[config.mk]
export PLATFORM = sky130hd
export DESIGN_NAME = wmac_front
export DESIGN_NICKNAME = d
export VERILOG_FILES = /design/src/wmac_pkg.sv /design/src/wmac_front.sv
export SDC_FILE = /design/constraint.sdc
export NUM_CORES = 1
export LEC_CHECK = 0
export ABC_AREA = 0
export BUFFER_PORTS_ARGS = -buffer_cell sky130_fd_sc_hd__buf_2
export CORE_ASPECT_RATIO = 2
export CORE_UTILIZATION = 40
export DETAILED_ROUTE_END_ITERATION = 7
export SLEW_MARGIN = 20
export SYNTH_ARGS = -nofsm -noshare
export SYNTH_HDL_FRONTEND = slang
export SYNTH_SLANG_ARGS = --single-unit
[constraint.sdc]
create_clock -name clk_i -period 3.5 [get_ports clk_i]
set_input_delay 0.7 -clock clk_i [delete_from_list [all_inputs] [get_ports clk_i]]
set_output_delay 0.7 -clock clk_i [all_outputs]
set_load 0.02 [all_outputs]
[src/wmac_pkg.sv]
// Shared types, constants and AES helper functions for the M-Bus CTR frame decryptor.
package wmac_pkg;

  localparam int unsigned KeyHalfW  = 64;
  localparam int unsigned BlockW    = 128;
  localparam int unsigned BlockBytes = 16;
  localparam int unsigned NumRounds = 10;
  localparam int unsigned CfgIdxW   = 1;

  localparam logic [7:0] MinFrameLen  = 8'd19;
  localparam logic [7:0] FirstCipher  = 8'd17;
  localparam logic [CfgIdxW-1:0] CfgKeyHigh = 1'b0;
  localparam logic [CfgIdxW-1:0] CfgKeyLow  = 1'b1;

  typedef logic [7:0] byte_t;

  typedef enum logic [1:0] {
    ENT_CTR    = 2'd0,
    ENT_CIPHER = 2'd1,
    ENT_ERROR  = 2'd2
  } entry_kind_e;

  typedef struct packed {
    entry_kind_e kind;
    byte_t       data;
    logic [3:0]  idx;
    logic        last;
    logic        grp_start;
  } entry_t;

  localparam byte_t SBOX [256] = '{
    8'h63,8'h7c,8'h77,8'h7b,8'hf2,8'h6b,8'h6f,8'hc5,8'h30,8'h01,8'h67,8'h2b,8'hfe,8'hd7,8'hab,8'h76,
    8'hca,8'h82,8'hc9,8'h7d,8'hfa,8'h59,8'h47,8'hf0,8'had,8'hd4,8'ha2,8'haf,8'h9c,8'ha4,8'h72,8'hc0,
    8'hb7,8'hfd,8'h93,8'h26,8'h36,8'h3f,8'hf7,8'hcc,8'h34,8'ha5,8'he5,8'hf1,8'h71,8'hd8,8'h31,8'h15,
    8'h04,8'hc7,8'h23,8'hc3,8'h18,8'h96,8'h05,8'h9a,8'h07,8'h12,8'h80,8'he2,8'heb,8'h27,8'hb2,8'h75,
    8'h09,8'h83,8'h2c,8'h1a,8'h1b,8'h6e,8'h5a,8'ha0,8'h52,8'h3b,8'hd6,8'hb3,8'h29,8'he3,8'h2f,8'h84,
    8'h53,8'hd1,8'h00,8'hed,8'h20,8'hfc,8'hb1,8'h5b,8'h6a,8'hcb,8'hbe,8'h39,8'h4a,8'h4c,8'h58,8'hcf,
    8'hd0,8'hef,8'haa,8'hfb,8'h43,8'h4d,8'h33,8'h85,8'h45,8'hf9,8'h02,8'h7f,8'h50,8'h3c,8'h9f,8'ha8,
    8'h51,8'ha3,8'h40,8'h8f,8'h92,8'h9d,8'h38,8'hf5,8'hbc,8'hb6,8'hda,8'h21,8'h10,8'hff,8'hf3,8'hd2,
    8'hcd,8'h0c,8'h13,8'hec,8'h5f,8'h97,8'h44,8'h17,8'hc4,8'ha7,8'h7e,8'h3d,8'h64,8'h5d,8'h19,8'h73,
    8'h60,8'h81,8'h4f,8'hdc,8'h22,8'h2a,8'h90,8'h88,8'h46,8'hee,8'hb8,8'h14,8'hde,8'h5e,8'h0b,8'hdb,
    8'he0,8'h32,8'h3a,8'h0a,8'h49,8'h06,8'h24,8'h5c,8'hc2,8'hd3,8'hac,8'h62,8'h91,8'h95,8'he4,8'h79,
    8'he7,8'hc8,8'h37,8'h6d,8'h8d,8'hd5,8'h4e,8'ha9,8'h6c,8'h56,8'hf4,8'hea,8'h65,8'h7a,8'hae,8'h08,
    8'hba,8'h78,8'h25,8'h2e,8'h1c,8'ha6,8'hb4,8'hc6,8'he8,8'hdd,8'h74,8'h1f,8'h4b,8'hbd,8'h8b,8'h8a,
    8'h70,8'h3e,8'hb5,8'h66,8'h48,8'h03,8'hf6,8'h0e,8'h61,8'h35,8'h57,8'hb9,8'h86,8'hc1,8'h1d,8'h9e,
    8'he1,8'hf8,8'h98,8'h11,8'h69,8'hd9,8'h8e,8'h94,8'h9b,8'h1e,8'h87,8'he9,8'hce,8'h55,8'h28,8'hdf,
    8'h8c,8'ha1,8'h89,8'h0d,8'hbf,8'he6,8'h42,8'h68,8'h41,8'h99,8'h2d,8'h0f,8'hb0,8'h54,8'hbb,8'h16
  };

  function automatic byte_t gf_double(byte_t a);
    return {a[6:0], 1'b0} ^ (a[7] ? 8'h1b : 8'h00);
  endfunction

endpackage

[src/wmac_front.sv]
// Front end: tracks frame position and turns each accepted byte into a queue entry.
module wmac_front (
  input  logic                 clk_i,
  input  logic                 rst_ni,
  input  logic                 accept_i,
  input  logic [7:0]           byte_value_i,
  input  logic                 first_byte_i,
  input  logic [7:0]           frame_length_i,
  output logic                 push_o,
  output wmac_pkg::entry_t     entry_o
);
  import wmac_pkg::*;

  logic [7:0] pos_q, pos_d;
  logic [7:0] len_q, len_d;
  logic       active_q, active_d;
  logic [7:0] last_pos;
  logic [7:0] k;

  assign last_pos = len_q - 8'd2;
  assign k        = pos_q - FirstCipher;

  always_comb begin
    pos_d    = pos_q;
    len_d    = len_q;
    active_d = active_q;
    push_o   = 1'b0;
    entry_o  = '{kind: ENT_CTR, data: byte_value_i, idx: 4'd0, last: 1'b0, grp_start: 1'b0};
    if (accept_i) begin
      if (first_byte_i) begin
        len_d = frame_length_i;
        pos_d = 8'd1;
        if (frame_length_i < MinFrameLen) begin
          active_d      = 1'b0;
          push_o        = 1'b1;
          entry_o.kind  = ENT_ERROR;
          entry_o.data  = 8'd0;
          entry_o.last  = 1'b1;
        end else begin
          active_d = 1'b1;
        end
      end else if (active_q) begin
        if (pos_q != 8'd255) pos_d = pos_q + 8'd1;
        priority if (pos_q >= 8'd2 && pos_q <= 8'd9) begin
          push_o      = 1'b1;
          entry_o.idx = 4'(pos_q - 8'd2);
        end else if (pos_q == 8'd11) begin
          push_o      = 1'b1;
          entry_o.idx = 4'd8;
        end else if (pos_q >= 8'd13 && pos_q <= 8'd16) begin
          push_o      = 1'b1;
          entry_o.idx = 4'(pos_q - 8'd4);
        end else if (pos_q < FirstCipher) begin
          push_o = 1'b0;
        end else if (pos_q > last_pos) begin
          active_d = 1'b0;
        end else begin
          push_o            = 1'b1;
          entry_o.kind      = ENT_CIPHER;
          entry_o.idx       = k[3:0];
          entry_o.grp_start = (k[3:0] == 4'd0);
          entry_o.last      = (pos_q == last_pos);
          if (pos_q == last_pos) active_d = 1'b0;
        end
      end
    end
  end

  always_ff @(posedge clk_i or negedge rst_ni) begin
    if (!rst_ni) begin
      pos_q    <= 8'd0;
      len_q    <= 8'd0;
      active_q <= 1'b0;
    end else begin
      pos_q    <= pos_d;
      len_q    <= len_d;
      active_q <= active_d;
    end
  end

endmodule

==> results.cfg <==
[drt]
drt_pass1_iterations = 4
via_per_inst = 5.332
detailedRoute.firstIterationViolations = 30
detail-route-antenna-nets = 0
finalWirelength_um = 4376
drcViolationCount = 0
vias = 1525
post_drt_wl_per_cell_um = 15.30

[power]
power.sequential.fraction = 0.327
power.internal_w = 0.0004487
net-switching-power_w = 0.0003020
p_clk_frac = 0.203
netSwitchingFraction = 0.4023
power_density_mw_per_mm2 = 371.8
vdd_ir_drop_max_mv = 0.3095
power.static_leakage_nw = 0.9419
p_comb_frac = 0.470

[clock_network]
tritoncts.num_buffers = 3
clkTransAtPathRegs_ns = 0.07
clock_latency_late_sink_ns = 0.26
cts.htree.levels = 1
cts_sinks = 17
clock_path_buffers = 2
tritoncts_clock_tree = yes
cts_hold_repair.buffers = 0
cts-root-buf = clkbuf_8

[die]
io_pins = 37
die-area_mm2 = 0.004363
chipWidth_um = 47.21
die_h_um = 92.43
floorplan.initialDensity = 0.4211
rows = 32
coreArea_mm2 = 0.003884

[grt]
gr-usage-all-layers = 0.2196
grt_max_degree = 20
grt_first_pass_wirelength_um = 6755
grt_antenna_before_repair = 0
vias_in_the_first_global_route = 1488
globalRouteOverflowTotal = 0

[finish]
layout_commonest_cell = nand2_1
final_layout_size_suffix_gt1_frac = 0.3106
syn_to_final_growth_pct = 23.49
final_nets = 275
antenna-diode-count = 0
final_cell_mix = nand2_1 (37), buf_2 (32), ha_1 (18)

[synthesis]
synth.lib_cells_used.distinct = 47
synthTopCellsByArea = dfrtp_1 (26%), ha_1 (15%), nand2_1 (8.5%), xnor2_1 (4.8%), nor2b_1 (4.2%)
post_synth_net_total = 232
syn_area_mm2 = 0.001635
yosysWarningCount = 0
post_synth.cell_area_avg_um2 = 8.473
yosys.area_share.simple = 0.2877
area_share_of_xor_xnor_cells_in_the_synthesized_design = 0.07498
synth.yosys.seq_area_share = 0.2601
synth_edf_count = 0
largest_family_of_logic_cells_by_synthesized_area = simple AND/OR/NAND/NOR gates
synth_top_cell_area_share = 0.2601
post_synthesis_register_bit_count = 17
synthFlopType = dfrtp_1
postSynth.asyncResetShare = 1.000
synthesized_area_fraction_occupied_by_ao_oa_aoi_and_oai_cells = 0.1875
netlist_instances = 193
synth_area_leader_cell = dfrtp_1
synthMuxAreaShare = 0.009181
adder_and_majority_cell_fraction_of_the_synthesized_area = 0.1454

[sta]
final-hold-violation-count = 0
period_needed_ns = 3.412
max_slew_headroom = 0.6605
final.setup_skew_ns = 0.002603
clock.fmax_mhz = 293.1
final_setup_violation_count = 0
rsz0062_at_grt = yes
worst_slew_pin_slew_ns = 0.5081
maxSlewViolCount = 0
timing.final.crit_share = 0.9749
finalHoldWorstSlack_ns = 0.3583
setup_ws_post_layout_ns = 0.08792

[placement]
dpl.hpwl_um = 3439
post-place-ws_ns = 0.1673
globalplace.congestion = 0.8471
portBuffers = 36

[worst_hold_path]
holdCritPathClass = in -> async

[setup_path]
timing.critical_path.fanout_max = 5
critical_path_arrival_ns = 2.71
cp-end-kind = output port
worst_setup_path_class = reg -> out
timing.critical_path.from_type = flop
crit_required_ns = 2.80

[run]
timing.max_cap.violations = 0

[status]
run_status = finished clean
## state kept, by name, summed over array words and instances, names as in the netlist
register	cells
active_q	1
pos_q	8
len_q	8
## synthesized netlist by cell type, types with 2 or more instances
cell type and count:
nor3_1 4, a31oi_1 2, nand2_1 37, a221oi_1 2
nand3_1 7, ha_1 19, a211o_1 2, a211oi_1 2
xor2_1 5, and2_1 4, clkbuf_1 2, o21ai_0 7
and3_2 2, nor2b_1 11, inv_1 9, a21oi_1 8
nand4_1 3, dfrtp_1 17, nor2_1 12, a31o_2 2
a2111oi_2 2, xnor2_1 9
## power by group through the flow
stage | logic (W) | clock network (W) | registers (W)
after floorplan | 0.000233 | 0 | 0.000243
after global placement | 0.000324 | 0 | 0.000248
after detailed placement | 0.000322 | 0 | 0.000249
after CTS | 0.000325 | 0.000159 | 0.000245
after global routing | 0.000391 | 0.000169 | 0.000249
final | 0.000353 | 0.000152 | 0.000246
## layer usage
| metal | vias to the layer above | part of all wire | track usage |
|---|---|---|---|
| li1 | 762 | - | - |
| met1 | 726 | 0.37 | 0.2169 |
| met2 | 29 | 0.60 | 0.4248 |
| met3 | 8 | 0.013 | 0.01754 |
| met4 | 0 | 0.019 | 0.08333 |
| met5 | - | 0 | 0 |
## cell families (layout without fill, tap and decap cells)
kind of cell	after synthesis	count (layout)
muxes	1	1
and+or+nand+nor	91	91
buffers and inverters	13	55
xor gates and xnor gates	14	14
AOI/OAI and AO/OA	38	38
DFF	17	17
adders and majority gates	19	19
## layout make-up
cell class	instances	area, um2
fillers	412	1864
inverters	9	33.78
clock buffers	3	41.29
repair buffers	42	235.2
multi-input cells	163	1212
well taps	51	63.81
flip-flops and latches	17	425.4
clock inverters	1	7.507
## critical path, cell delays in order, from the launching register on
cell      delay, ns
dfrtp_1        0.42
nor3_2         0.25
nand3_1        0.13
xor2_1         0.16
ha_1           0.29
nand4_1        0.20
nor2_2         0.17
a211o_1        0.21
nand3_2        0.13
a221oi_2       0.31
buf_4          0.18
## per-stage QoR
step           setup TNS, ns  instance area [um2]  cells    util  power (W)
2_1_floorplan              0                 1635    193       -  0.0004763
3_3_place_gp               0                 1878    279  0.4836  0.0005725
3_5_place_dp               0                 1878    279  0.4836  0.0005710
4_1_cts                    0                 1927    283  0.4961  0.0007292
5_1_grt              -0.2948                 2019    286  0.5200  0.0008090
6_report                   0                 2019    286  0.5200  0.0007508
## final timing paths
kind | startpoint | cells after the start | to | slack, ns
max | len_q[4]$_DFFE_PN0P_ | 10 | entry_o[2] | 0.09
min | rst_ni | 1 | len_q[0]$_DFFE_PN0P_ | 0.36
max reg2reg | len_q[4]$_DFFE_PN0P_ | 8 | active_q$_DFFE_PN0P_ | 1.25
min reg2reg | len_q[0]$_DFFE_PN0P_ | 2 | len_q[0]$_DFFE_PN0P_ | 0.51
max in group asynchronous | rst_ni | 1 | pos_q[0]$_DFFE_PN0P_ | 2.86
min in group clk_i | len_q[0]$_DFFE_PN0P_ | 2 | len_q[0]$_DFFE_PN0P_ | 0.51
## what timing repair did
action / in CTS / in global routing
pin swaps: 0 / 5
gates resized for setup: 1 / 16
endpoints found under the setup margin: 4 / 6
setup buffers: 0 / 3
No activity file was read; power rests on OpenSTA's default activity.
