### src/wmac_pkg.sv
// Shared types, constants and AES helper functions for the M-Bus CTR frame decryptor.
package wmac_pkg;

  localparam int unsigned KeyHalfW  = 64;
  localparam int unsigned BlockW    = 128;
  localparam int unsigned BlockBytes = 16;
  localparam int unsigned NumRounds = 10;
  localparam int unsigned CfgIdxW   = 1;

  localparam logic [7:0] MinFrameLen  = 8'd19;
  localparam logic [7:0] FirstCipher  = 8'd17;
  localparam logic [CfgIdxW-1:0] CfgKeyHigh = 1'b0;
  localparam logic [CfgIdxW-1:0] CfgKeyLow  = 1'b1;

  typedef logic [7:0] byte_t;

  typedef enum logic [1:0] {
    ENT_CTR    = 2'd0,
    ENT_CIPHER = 2'd1,
    ENT_ERROR  = 2'd2
  } entry_kind_e;

  typedef struct packed {
    entry_kind_e kind;
    byte_t       data;
    logic [3:0]  idx;
    logic        last;
    logic        grp_start;
  } entry_t;

  localparam byte_t SBOX [256] = '{
    8'h63,8'h7c,8'h77,8'h7b,8'hf2,8'h6b,8'h6f,8'hc5,8'h30,8'h01,8'h67,8'h2b,8'hfe,8'hd7,8'hab,8'h76,
    8'hca,8'h82,8'hc9,8'h7d,8'hfa,8'h59,8'h47,8'hf0,8'had,8'hd4,8'ha2,8'haf,8'h9c,8'ha4,8'h72,8'hc0,
    8'hb7,8'hfd,8'h93,8'h26,8'h36,8'h3f,8'hf7,8'hcc,8'h34,8'ha5,8'he5,8'hf1,8'h71,8'hd8,8'h31,8'h15,
    8'h04,8'hc7,8'h23,8'hc3,8'h18,8'h96,8'h05,8'h9a,8'h07,8'h12,8'h80,8'he2,8'heb,8'h27,8'hb2,8'h75,
    8'h09,8'h83,8'h2c,8'h1a,8'h1b,8'h6e,8'h5a,8'ha0,8'h52,8'h3b,8'hd6,8'hb3,8'h29,8'he3,8'h2f,8'h84,
    8'h53,8'hd1,8'h00,8'hed,8'h20,8'hfc,8'hb1,8'h5b,8'h6a,8'hcb,8'hbe,8'h39,8'h4a,8'h4c,8'h58,8'hcf,
    8'hd0,8'hef,8'haa,8'hfb,8'h43,8'h4d,8'h33,8'h85,8'h45,8'hf9,8'h02,8'h7f,8'h50,8'h3c,8'h9f,8'ha8,
    8'h51,8'ha3,8'h40,8'h8f,8'h92,8'h9d,8'h38,8'hf5,8'hbc,8'hb6,8'hda,8'h21,8'h10,8'hff,8'hf3,8'hd2,
    8'hcd,8'h0c,8'h13,8'hec,8'h5f,8'h97,8'h44,8'h17,8'hc4,8'ha7,8'h7e,8'h3d,8'h64,8'h5d,8'h19,8'h73,
    8'h60,8'h81,8'h4f,8'hdc,8'h22,8'h2a,8'h90,8'h88,8'h46,8'hee,8'hb8,8'h14,8'hde,8'h5e,8'h0b,8'hdb,
    8'he0,8'h32,8'h3a,8'h0a,8'h49,8'h06,8'h24,8'h5c,8'hc2,8'hd3,8'hac,8'h62,8'h91,8'h95,8'he4,8'h79,
    8'he7,8'hc8,8'h37,8'h6d,8'h8d,8'hd5,8'h4e,8'ha9,8'h6c,8'h56,8'hf4,8'hea,8'h65,8'h7a,8'hae,8'h08,
    8'hba,8'h78,8'h25,8'h2e,8'h1c,8'ha6,8'hb4,8'hc6,8'he8,8'hdd,8'h74,8'h1f,8'h4b,8'hbd,8'h8b,8'h8a,
    8'h70,8'h3e,8'hb5,8'h66,8'h48,8'h03,8'hf6,8'h0e,8'h61,8'h35,8'h57,8'hb9,8'h86,8'hc1,8'h1d,8'h9e,
    8'he1,8'hf8,8'h98,8'h11,8'h69,8'hd9,8'h8e,8'h94,8'h9b,8'h1e,8'h87,8'he9,8'hce,8'h55,8'h28,8'hdf,
    8'h8c,8'ha1,8'h89,8'h0d,8'hbf,8'he6,8'h42,8'h68,8'h41,8'h99,8'h2d,8'h0f,8'hb0,8'h54,8'hbb,8'h16
  };

  function automatic byte_t gf_double(byte_t a);
    return {a[6:0], 1'b0} ^ (a[7] ? 8'h1b : 8'h00);
  endfunction

endpackage

### src/wmac_fifo.sv
// Two-entry queue between the front end and the back end.
module wmac_fifo (
  input  logic             clk_i,
  input  logic             rst_ni,
  input  logic             push_i,
  input  wmac_pkg::entry_t entry_i,
  output logic             full_o,
  input  logic             pop_i,
  output wmac_pkg::entry_t head_o,
  output logic             empty_o
);
  import wmac_pkg::*;

  entry_t     mem_q [2];
  logic       wr_q, rd_q;
  logic [1:0] cnt_q;

  assign full_o  = (cnt_q == 2'd2);
  assign empty_o = (cnt_q == 2'd0);
  assign head_o  = mem_q[rd_q];

  always_ff @(posedge clk_i) begin
    if (push_i) mem_q[wr_q] <= entry_i;
  end

  always_ff @(posedge clk_i or negedge rst_ni) begin
    if (!rst_ni) begin
      wr_q  <= 1'b0;
      rd_q  <= 1'b0;
      cnt_q <= 2'd0;
    end else begin
      if (push_i) wr_q <= ~wr_q;
      if (pop_i)  rd_q <= ~rd_q;
      cnt_q <= cnt_q + {1'b0, push_i} - {1'b0, pop_i};
    end
  end

endmodule

### config.mk
export PLATFORM = sky130hd
export DESIGN_NAME = wmac_fifo
export DESIGN_NICKNAME = d
export VERILOG_FILES = /design/src/wmac_pkg.sv /design/src/wmac_fifo.sv
export SDC_FILE = /design/constraint.sdc
export NUM_CORES = 1
export LEC_CHECK = 0
export BUFFER_PORTS_ARGS = -buffer_cell sky130_fd_sc_hd__buf_2
export CELL_PAD_IN_SITES_DETAIL_PLACEMENT = 1
export CELL_PAD_IN_SITES_GLOBAL_PLACEMENT = 1
export CORE_AREA = 2 2 63 65
export DETAILED_ROUTE_END_ITERATION = 16
export DIE_AREA = 0 0 65 67
export PLACE_DENSITY_LB_ADDON = 0.1
export SLEW_MARGIN = 20
export SYNTH_ARGS = -nofsm -noshare
export SYNTH_HDL_FRONTEND = slang
export SYNTH_SLANG_ARGS = --single-unit
### constraint.sdc
create_clock -name clk_i -period 2.8 [get_ports clk_i]
set_clock_uncertainty 0.05 [all_clocks]
set_input_delay 0.14 -clock clk_i [delete_from_list [all_inputs] [get_ports clk_i]]
set_output_delay 0.14 -clock clk_i [all_outputs]
set_load 0.05 [all_outputs]
==> flow_summary_export.csv, run 1 <==
group,metric,value,unit
detailed_routing,drtPass1Iterations,4,
yosys,syn_inst,65,
global_route,grt_use_total,12.7,%
timing,setup_viol,0,
clocking,htreeDepth,2,
layout,utilization,54.2,%
min_path,hp-class,"primary input to flop",
layout,insertedDiodeCount,0,
timing,worstMarginPinSlew,847,ps
clocking,numClockSinks,36,
clocking,clk_latency,290,ps
power_and_ir_drop,internal_power,1.46,mW
power_and_ir_drop,p_total,2.29,mW
timing,fin_crit,1760,ps
yosys,synthesis.area,0.00140,mm²
worst_setup_path,worst_setup_path_end_kind,"output pin",
global_route,grt_max_degree,17,
timing,drv_slew,0,
detailed_routing,m1WireLength,979,µm
clocking,cts_tree,"done",
yosys,netlist.area_leader.share,68.5,%
timing,rsz0062_at_grt,"false",
place,dp.cells,149,
yosys,yosys.area.top_type,"edfxtp_1",
place,hpwl,1.56,mm
clocking,postCtsSetupRepairBufs,0,
clocking,cts.path.max_buffers,2,
yosys,yosysWarnings,0,
timing,hold_viol_final,0,
place,port_buffers,37,
min_path,whs_path_depth,2,
timing,fin_setup_tns,0,ps
detailed_routing,topRoutingLayerUsed,"met4",
detailed_routing,drt_iter0_markers,10,
worst_setup_path,reg2reg_depth,1,
yosys,yosysSeqAreaShare,75.6,%
floorplan,rows,22,
layout,syn2layout_area_growth,39.4,%
floorplan,dieArea,0.00436,mm²
clocking,cts_resized,0,
detailed_routing,wl,2.36,mm
outcome,status,"complete, no violations",
power_and_ir_drop,pwr-share-seq,33.9,%
global_route,antenna_found_initial,0,
worst_setup_path,rr_endpoint,"mem_q[0][4]",
power_and_ir_drop,peakVddDrop,0.524,mV
yosys,syn-mean-instance-area,21.6,µm²
timing,slew_headroom,43.2,%
global_route,grt_pass1_wl,3.79,mm
floorplan,die_h,67,µm
min_path,hold_path_end,"rd_q",
worst_setup_path,worstReg2RegStart,"wr_q",
layout,layout-drive-gt1-share,50.0,%
detailed_routing,drc,0,
timing,worst_hold_slack,18.6,ps
detailed_routing,via_per_inst,4.30,
yosys,ys_ff_latch,36,
detailed_routing,vias,749,
power_and_ir_drop,leakage,0.810,nW
detailed_routing,postRouteAntennaNets,0,
global_route,grt_overflow,0,
min_path,hold_path.startpoint,"pop_i",
worst_setup_path,worstPathRequired,2610,ps
floorplan,start_util,38.9,%
power_and_ir_drop,swShare,36.0,%
detailed_routing,wire_per_inst,13.6,µm
floorplan,core,0.00361,mm²
floorplan,die_x,65,µm
clocking,clk_pin_slew,70,ps
floorplan,io_pins,38,
clocking,cts-buffers-inserted,5,
worst_setup_path,cp_max_fo,14,
yosys,synth_top_cells_by_area,"edfxtp_1 69%, mux2_4 9.6%, dfrtp_1 7.1%, mux2_2 5.6%, ha_1 1.8%",
power_and_ir_drop,switchingPower,0.824,mW
clocking,cts_root_buffer,"clkbuf_8",
worst_setup_path,worst_ep_arrival_time,1570,ps
layout,stdcell_count,174,
power_and_ir_drop,p_per_area,1170,mW/mm²
yosys,synth_nets,87,
place,gp_congestion,0.572,
worst_setup_path,setup.worst_path.start_class,"flop",
timing,fin_crit_sh,63.0,%
timing,fmax,567,MHz
flow_run,maxCapViolCount,0,
power_and_ir_drop,combPwrFrac,38.6,%
worst_setup_path,crit_type,"flop to output pin",
power_and_ir_drop,clkPwrFrac,27.5,%
worst_setup_path,rrSetupSlack,1290,ps
global_route,grt_pass1_vias,750,
detailed_routing,met3_length,144,µm
detailed_routing,dr_wl_met2,1.18,mm
layout,fill_cells,357,
layout,nets,147,
yosys,synth_cell_type_count,13,
## power by group through the flow
| stage | combinational [mW] | sequential, mW | clock [mW] |
|---|---|---|---|
| floorplan | 0.766 | 0.764 | 0 |
| global placement | 0.874 | 0.782 | 0 |
| detailed placement | 0.880 | 0.791 | 0 |
| CTS | 0.900 | 0.779 | 0.644 |
| global route | 0.940 | 0.791 | 0.661 |
| finish | 0.882 | 0.776 | 0.628 |
## repair_timing
item | in CTS | in global routing
hold buffers | 17 | 0
endpoints found under the hold margin | 35 | 0
setup endpoints to repair | 0 | 0
## flip-flops by register name (all words and copies together), names as in the netlist
name,flops
cnt_q,2
mem_q,32
rd_q,1
wr_q,1
## final cells by class
cell class	instances	area (µm²)	area share, %
flip-flops and latches	36	1060	54.3
repair buffers	55	363	18.6
multi-input cells	25	305	15.6
clock inverters	3	90.1	4.61
clock buffers	5	68.8	3.52
well taps	48	60.1	3.07
inverters	2	7.51	0.384
## synthesized netlist by cell type (all sizes together)
library cell  number
edfxtp            32
dfrtp              4
xor2               2
nor2               1
buf                2
and2               1
ha                 2
inv                2
nor2b              2
mux2              16
xor3               1
## worst max-delay path, cell delays in order (launching register included)
cell and delay [ps]:
dfrtp_1 430, buf_4 280, mux2_2 360, buf_2 210
## cell families (layout without fill, tap and decap cells)
group                      after synthesis  count (layout)  synth area share (%)
xor gates and xnor gates                 3               3                  2.94
adders and majority gates                2               2                  1.78
buffers and inverters                    4              65                  2.77
DFF                                     36              36                  75.6
muxes                                   16              16                  15.3
and+or+nand+nor                          4               4                  1.61
## cells in the final DEF, fill, tap and decap left out, drive strengths merged, types with 2 or more instances in the layout
cell         Yosys  routed
dfrtp            4       4
bufinv           0       3
ha               2       2
nor2b            2       2
mux2            16      16
clkbuf           0       5
inv              2       2
xor2             2       2
dlygate4sd3      0      17
buf              2      38
edfxtp          32      32
## through the flow
step / setup slack [ps] / area, µm²
after CTS: 1000 / 1960
after detailed placement: 1220 / 1630
after global placement: 1230 / 1630
after floorplan: 1220 / 1400
final: 1040 / 1960
after global routing: 935 / 1960
## metal layers
layer,vias up,global-route usage (%)
li1,362,-
met2,24,21.5
met4,0,7.18
met5,-,0
met3,5,5.07
met1,358,13.5
## how the worst max path moves through the flow
stage | startpoint | endpoint | slack [ps] | cells past startpoint
CTS | rd_q | head_o[4] | 1000 | 3
global route | rd_q | head_o[3] | 930 | 3
global placement | wr_q | mem_q[0][3] | 1230 | 1
floorplan | wr_q | mem_q[0][0] | 1220 | 1
finish | rd_q | head_o[1] | 1040 | 3
detailed placement | wr_q | mem_q[0][4] | 1220 | 1
Note: power is estimated with default switching activity, not from simulation.
==> run 2: changes to the inputs <==
--- a/config.mk
+++ b/config.mk
@@ -8,9 +8,9 @@
 export BUFFER_PORTS_ARGS = -buffer_cell sky130_fd_sc_hd__buf_2
 export CELL_PAD_IN_SITES_DETAIL_PLACEMENT = 1
 export CELL_PAD_IN_SITES_GLOBAL_PLACEMENT = 1
-export CORE_AREA = 2 2 63 65
+export CORE_AREA = 2 2 64 66
 export DETAILED_ROUTE_END_ITERATION = 16
-export DIE_AREA = 0 0 65 67
+export DIE_AREA = 0 0 66 68
 export PLACE_DENSITY_LB_ADDON = 0.1
 export SLEW_MARGIN = 20
 export SYNTH_ARGS = -nofsm -noshare
==> constraint.sdc (replaced) <==
create_clock -name clk_i -period 1.54 [get_ports clk_i]
set_clock_uncertainty 0.05 [all_clocks]
set_input_delay 0.077 -clock clk_i [delete_from_list [all_inputs] [get_ports clk_i]]
set_output_delay 0.077 -clock clk_i [all_outputs]
set_load 0.05 [all_outputs]
==> run 2 against run 1 <==
  * Flip-flop and latch count is the same
  * Combinational power grew 90%
  * Count of clock-buffer cells in the layout grew 3
  * Total power grew 63%
  * Via count grew 2.5%
  * Register-to-register slack lost 1000 ps
  * First-iteration DRC count grew 100%
  * Clock power grew 3.5%
  * Largest cell class unchanged
==> flow_summary_export.csv, run 2 (same netlist as run 1, synthesis figures left out) <==
group,metric,value,unit
outcome,status,"complete, no violations",
detailed_routing,drc,0,
timing,fmax,670,MHz
layout,final_common_cell,"buf_2",
worst_setup_path,crit_chain,"buf_4, mux2_4, buf_2",
layout,final_area,0.00193,mm²
floorplan,start_util,36.4,%
floorplan,die_h,68,µm
floorplan,core,0.00386,mm²
layout,layout-drive-gt1-share,48.9,%
flow_run,maxCapViolCount,0,
detailed_routing,via_per_inst,4.24,
timing,hold_viol_final,0,
global_route,grt_max_degree,17,
layout,top_regs,"mem_q x32, cnt_q x2",
timing,rsz0062_at_grt,"true",
worst_setup_path,worst_setup_path_end_kind,"output pin",
place,place_area,0.00165,mm²
layout,final_cell_mix,"37 x buf_2, 32 x edfxtp_1, 19 x dlygate4sd3_1, 9 x mux2_4, 7 x mux2_2",
clocking,numClockSinks,36,
global_route,grt_use_total,11.3,%
layout,syn2layout_area_growth,37.7,%
worst_setup_path,worst_ep_arrival_time,1360,ps
timing,slew_headroom,82.9,%
clocking,cts_root_buffer,"clkbuf_8",
clocking,htreeDepth,2,
detailed_routing,vias,768,
clocking,cts-buffers-inserted,5,
timing,setup_viol,0,
worst_setup_path,cp_max_fo,9,
layout,nets,152,
clocking,clk_latency,270,ps
timing,drv_slew,0,
timing,fin_crit_sh,96.9,%
worst_setup_path,slowest_stage,"dfrtp_1",
worst_setup_path,critical-path-max-stage-delay,340,ps
detailed_routing,drtPass1Iterations,4,
place,port_buffers,37,
power_and_ir_drop,p_per_area,1920,mW/mm²
min_path,hp-class,"primary input to asynchronous set/reset pin",
worst_setup_path,crit_type,"flop to output pin",
global_route,grt_pass1_wl,3.45,mm
clocking,cts.path.max_buffers,2,
floorplan,die_x,66,µm
place,gp_congestion,0.726,
layout,largest_reg_flops,32,
clocking,clk_pin_slew,60,ps
layout,regMostFlops,"mem_q",
worst_setup_path,setup.worst_path.start_class,"flop",
detailed_routing,wire_per_inst,12.1,µm
timing,worst_hold_slack,78.6,ps
detailed_routing,postRouteAntennaNets,0,
place,hpwl,1.46,mm
global_route,antenna_found_initial,0,
worst_setup_path,worstPathRequired,1410,ps
floorplan,dieArea,0.00449,mm²
timing,fin_crit,1490,ps
detailed_routing,drt_iter0_markers,20,
floorplan,rows,23,
power_and_ir_drop,peakVddDrop,0.766,mV
detailed_routing,wl,2.19,mm
clocking,cts_tree,"done",
global_route,grt_pass1_vias,786,
layout,stdcell_count,181,
global_route,grt_overflow,0,
layout,insertedDiodeCount,0,
timing,worstMarginPinSlew,258,ps
place,dp.cells,154,
floorplan,io_pins,38,
power_and_ir_drop,leakage,0.800,nW
## run 2: cell count changes in the layout (fill, tap and decap cells not counted)
cell,previous run,this run
buf_4,1,4
bufinv_16,3,0
clkbuf_1,0,2
clkbuf_8,5,6
dlygate4sd3_1,17,19
## run 2: stage by stage
| stage | util [%] | setup slack, ps | TNS, ps | power, mW |
|---|---|---|---|---|
| floorplan | - | 247 | 0 | 2.78 |
| finish | 50.1 | 48.5 | 0 | 3.72 |
| detailed placement | 42.8 | 258 | 0 | 3.08 |
| CTS | 50.1 | 19.3 | 0 | 3.79 |
| global placement | 42.8 | 333 | 0 | 3.05 |
| global route | 50.1 | -31.7 | -249 | 3.91 |
## run 2: path summary, 6_finish.rpt
path | cells after the start | to | from | slack, ps
worst min-delay path | 2 | cnt_q[0] | rst_ni | 80
min in group clk_i | 1 | wr_q | wr_q | 460
max in group asynchronous | 2 | rd_q | rst_ni | 1250
worst min register to register | 1 | wr_q | wr_q | 460
worst max-delay path | 3 | head_o[11] | rd_q | 50
worst max register to register | 5 | cnt_q[1] | cnt_q[0] | 270
## run 2: power breakdown
| part | leakage, nW | internal [mW] | total, mW | switching (mW) |
|---|---|---|---|---|
| sequential | 0.347 | 1.31 | 1.39 | 0.0734 |
| clock | 0.0455 | 0.364 | 0.650 | 0.286 |
| combinational | 0.408 | 0.575 | 1.68 | 1.11 |
## run 2: cell type report
| cell class | count | area, µm² |
|---|---|---|
| fill | 393 | 1920 |
| tap | 50 | 62.6 |
| sequential | 36 | 1060 |
| timing repair buffer | 60 | 405 |
| inverter | 2 | 7.51 |
| clock buffer | 8 | 90.1 |
| multi-input combinational | 25 | 305 |
## run 2: metal layers
layer	wire length, µm	GRT usage [%]
met2	1130	18.2
met4	17	6.12
met1	864	12.0
met5	0	0
met3	179	6.25
## run 2: critical path, delay by kind of cell (launching register included)
kind | cells | cell delay, ps
flops | 1 | 340
mux | 1 | 310
buf+inv | 2 | 430
## run 2: what timing repair did
| item | in CTS | in global routing |
|---|---|---|
| setup buffers | 0 | 0 |
| endpoints found under the hold margin | 38 | 0 |
| hold buffers | 19 | 0 |
| setup endpoints to repair | 0 | 14 |
| resized for setup | 0 | 0 |
==> run 3: changes to the inputs <==
==> constraint.sdc (replaced) <==
create_clock -name clk_i -period 1.54 [get_ports clk_i]
set_clock_uncertainty 0.05 [all_clocks]
set_input_delay 0.308 -clock clk_i [delete_from_list [all_inputs] [get_ports clk_i]]
set_output_delay 0.308 -clock clk_i [all_outputs]
set_load 0.05 [all_outputs]
==> run 3 against run 2 <==
  * Global-route usage up 0.71 points
  * The run now ends with negative setup slack left
  * First-iteration DRC count down 10%
  * Total power up 12%
  * Clock power up 19%
  * Via count down 7.7%
  * Sequential power about the same
  * Final cell count down 9.4%
  * Register-to-register slack about the same
  * Final area down 1.1%
  * Largest cell class unchanged
  * Sequential share of layout area up 0.61 points
  * Critical path depth unchanged
  * Count of clock-buffer cells in the layout down 3
==> flow_summary_export.csv, run 3 (same netlist as run 1, synthesis figures left out) <==
group,metric,value,unit
outcome,status,"complete, but fails checks",
outcome,violations,"negative setup slack",
worst_setup_path,worstPathRequired,1180,ps
timing,fin_crit_sh,110,%
detailed_routing,drtPass1Iterations,2,
layout,regMostFlops,"mem_q",
worst_setup_path,rrSetupSlack,280,ps
timing,rsz0062_at_grt,"true",
power_and_ir_drop,pwr-share-seq,33.5,%
timing,worstMarginPinSlew,250,ps
power_and_ir_drop,p_per_area,2180,mW/mm²
global_route,grt_pass1_wl,3.72,mm
layout,final_cell_mix,"32 x edfxtp_1, 21 x buf_2, 17 x buf_6, 12 x mux2_4, 5 x clkbuf_8",
clocking,cts-buffers-inserted,5,
power_and_ir_drop,leakage,0.792,nW
floorplan,core,0.00386,mm²
worst_setup_path,critical_path.top_delay_family,"flip-flops",
worst_setup_path,reg2reg_depth,5,
power_and_ir_drop,internal_power,2.62,mW
detailed_routing,drc,0,
layout,nets,135,
power_and_ir_drop,swShare,37.1,%
timing,fmax,591,MHz
clocking,numClockSinks,36,
layout,largest_reg_flops,32,
detailed_routing,via_per_inst,4.32,
timing,slew_headroom,83.5,%
place,pre_cts_ws,86.9,ps
floorplan,die_h,68,µm
clocking,htreeDepth,2,
floorplan,io_pins,38,
min_path,hp-class,"primary input to flop",
global_route,antenna_found_initial,0,
timing,setup_viol,16,
floorplan,die_x,66,µm
clocking,cts.path.max_buffers,2,
floorplan,rows,23,
worst_setup_path,slowest_stage,"dfrtp_1",
layout,syn2layout_area_growth,36.2,%
power_and_ir_drop,p_total,4.17,mW
global_route,grt_max_degree,17,
power_and_ir_drop,peakVddDrop,1.17,mV
flow_run,maxCapViolCount,0,
clocking,cts_root_buffer,"clkbuf_8",
power_and_ir_drop,combPwrFrac,47.9,%
timing,fin_crit,1690,ps
layout,insertedDiodeCount,0,
worst_setup_path,crit_type,"flop to output pin",
timing,finalWorstSetupSlack,-151,ps
layout,final_common_cell,"edfxtp_1",
global_route,grt_overflow,0,
global_route,grt_pass1_vias,791,
worst_setup_path,crit_top_cell,"buf_6",
place,dp.cells,154,
worst_setup_path,cp.buffers_inverters,2,
timing,hold_viol_final,0,
layout,top_regs,"mem_q x32, cnt_q x2",
floorplan,dieArea,0.00449,mm²
place,hpwl,1.49,mm
layout,stdcell_count,164,
timing,fin_setup_tns,-1960,ps
min_path,whs_path_depth,1,
place,port_buffers,37,
power_and_ir_drop,switchingPower,1.55,mW
detailed_routing,postRouteAntennaNets,0,
layout,fill_cells,386,
detailed_routing,drt_iter0_markers,18,
worst_setup_path,setup.worst_path.start_class,"flop",
floorplan,start_util,36.4,%
detailed_routing,wire_per_inst,14.0,µm
worst_setup_path,rr_endpoint,"cnt_q[1]",
clocking,clk_pin_slew,70,ps
power_and_ir_drop,clkPwrFrac,18.6,%
min_path,hold_path.startpoint,"entry_i[10]",
worst_setup_path,critical-path-max-stage-delay,380,ps
clocking,clk_latency,270,ps
clocking,cts_tree,"done",
global_route,grt_use_total,12.1,%
worst_setup_path,worstReg2RegStart,"cnt_q[0]",
worst_setup_path,worst_setup_path_end_kind,"output pin",
detailed_routing,vias,709,
timing,drv_slew,0,
worst_setup_path,cp_max_fo,9,
place,gp_congestion,0.734,
detailed_routing,wl,2.29,mm
worst_setup_path,worst_ep_arrival_time,1330,ps
layout,layout-drive-gt1-share,57.0,%
worst_setup_path,startpoint,"rd_q",
min_path,hold_path_end,"mem_q[1][10]",
worst_setup_path,crit_chain,"buf_6, mux2_2, buf_6",
==> run 3: per-stage QoR <==
stage                     instance area (µm²)  util (%)  hold WS [ps]
after floorplan                          1410         -         -37.6
after global placement                   1660      43.2          68.0
after detailed placement                 1660      43.2          69.1
after CTS                                1900      49.4           155
after global routing                     1910      49.5           152
final                                    1910      49.5           164
==> run 3: layout make-up <==
cell class	instances	area, µm²	area share (%)
clock inverters	3	37.5	1.96
repair buffers	43	357	18.7
multi-input cells	25	317	16.6
inverters	2	7.51	0.393
well taps	50	62.6	3.27
clock buffers	5	68.8	3.60
flip-flops and latches	36	1060	55.5
==> run 3: what timing repair did <==
action,CTS,global route
gates resized for setup,36,2
hold buffers,1,0
buffers inserted,1,0
endpoints found under the setup margin,16,16
endpoints found under the hold margin,4,0
==> run 3: worst max-delay path by stage <==
stage | end | cells past startpoint
after floorplan | full_o | 1
after global placement | head_o[4] | 3
after detailed placement | head_o[4] | 3
after CTS | head_o[0] | 3
after global routing | head_o[0] | 3
final | head_o[0] | 3
==> run 3: power by group through the flow <==
stage	clock network (mW)	registers (mW)	logic (mW)
2_1_floorplan	0	1.39	1.39
3_3_place_gp	0	1.40	1.68
3_5_place_dp	0	1.41	1.69
4_1_cts	0.807	1.40	2.00
5_1_grt	0.834	1.42	2.11
6_report	0.776	1.40	2.00
==> run 3: routing by layer <==
layer,GRT usage (%),up-vias,routed length (µm)
met5,0,-,0
met1,11.6,339,872
met2,22.9,26,1280
met3,3.62,4,102
li1,-,340,-
met4,6.89,0,37
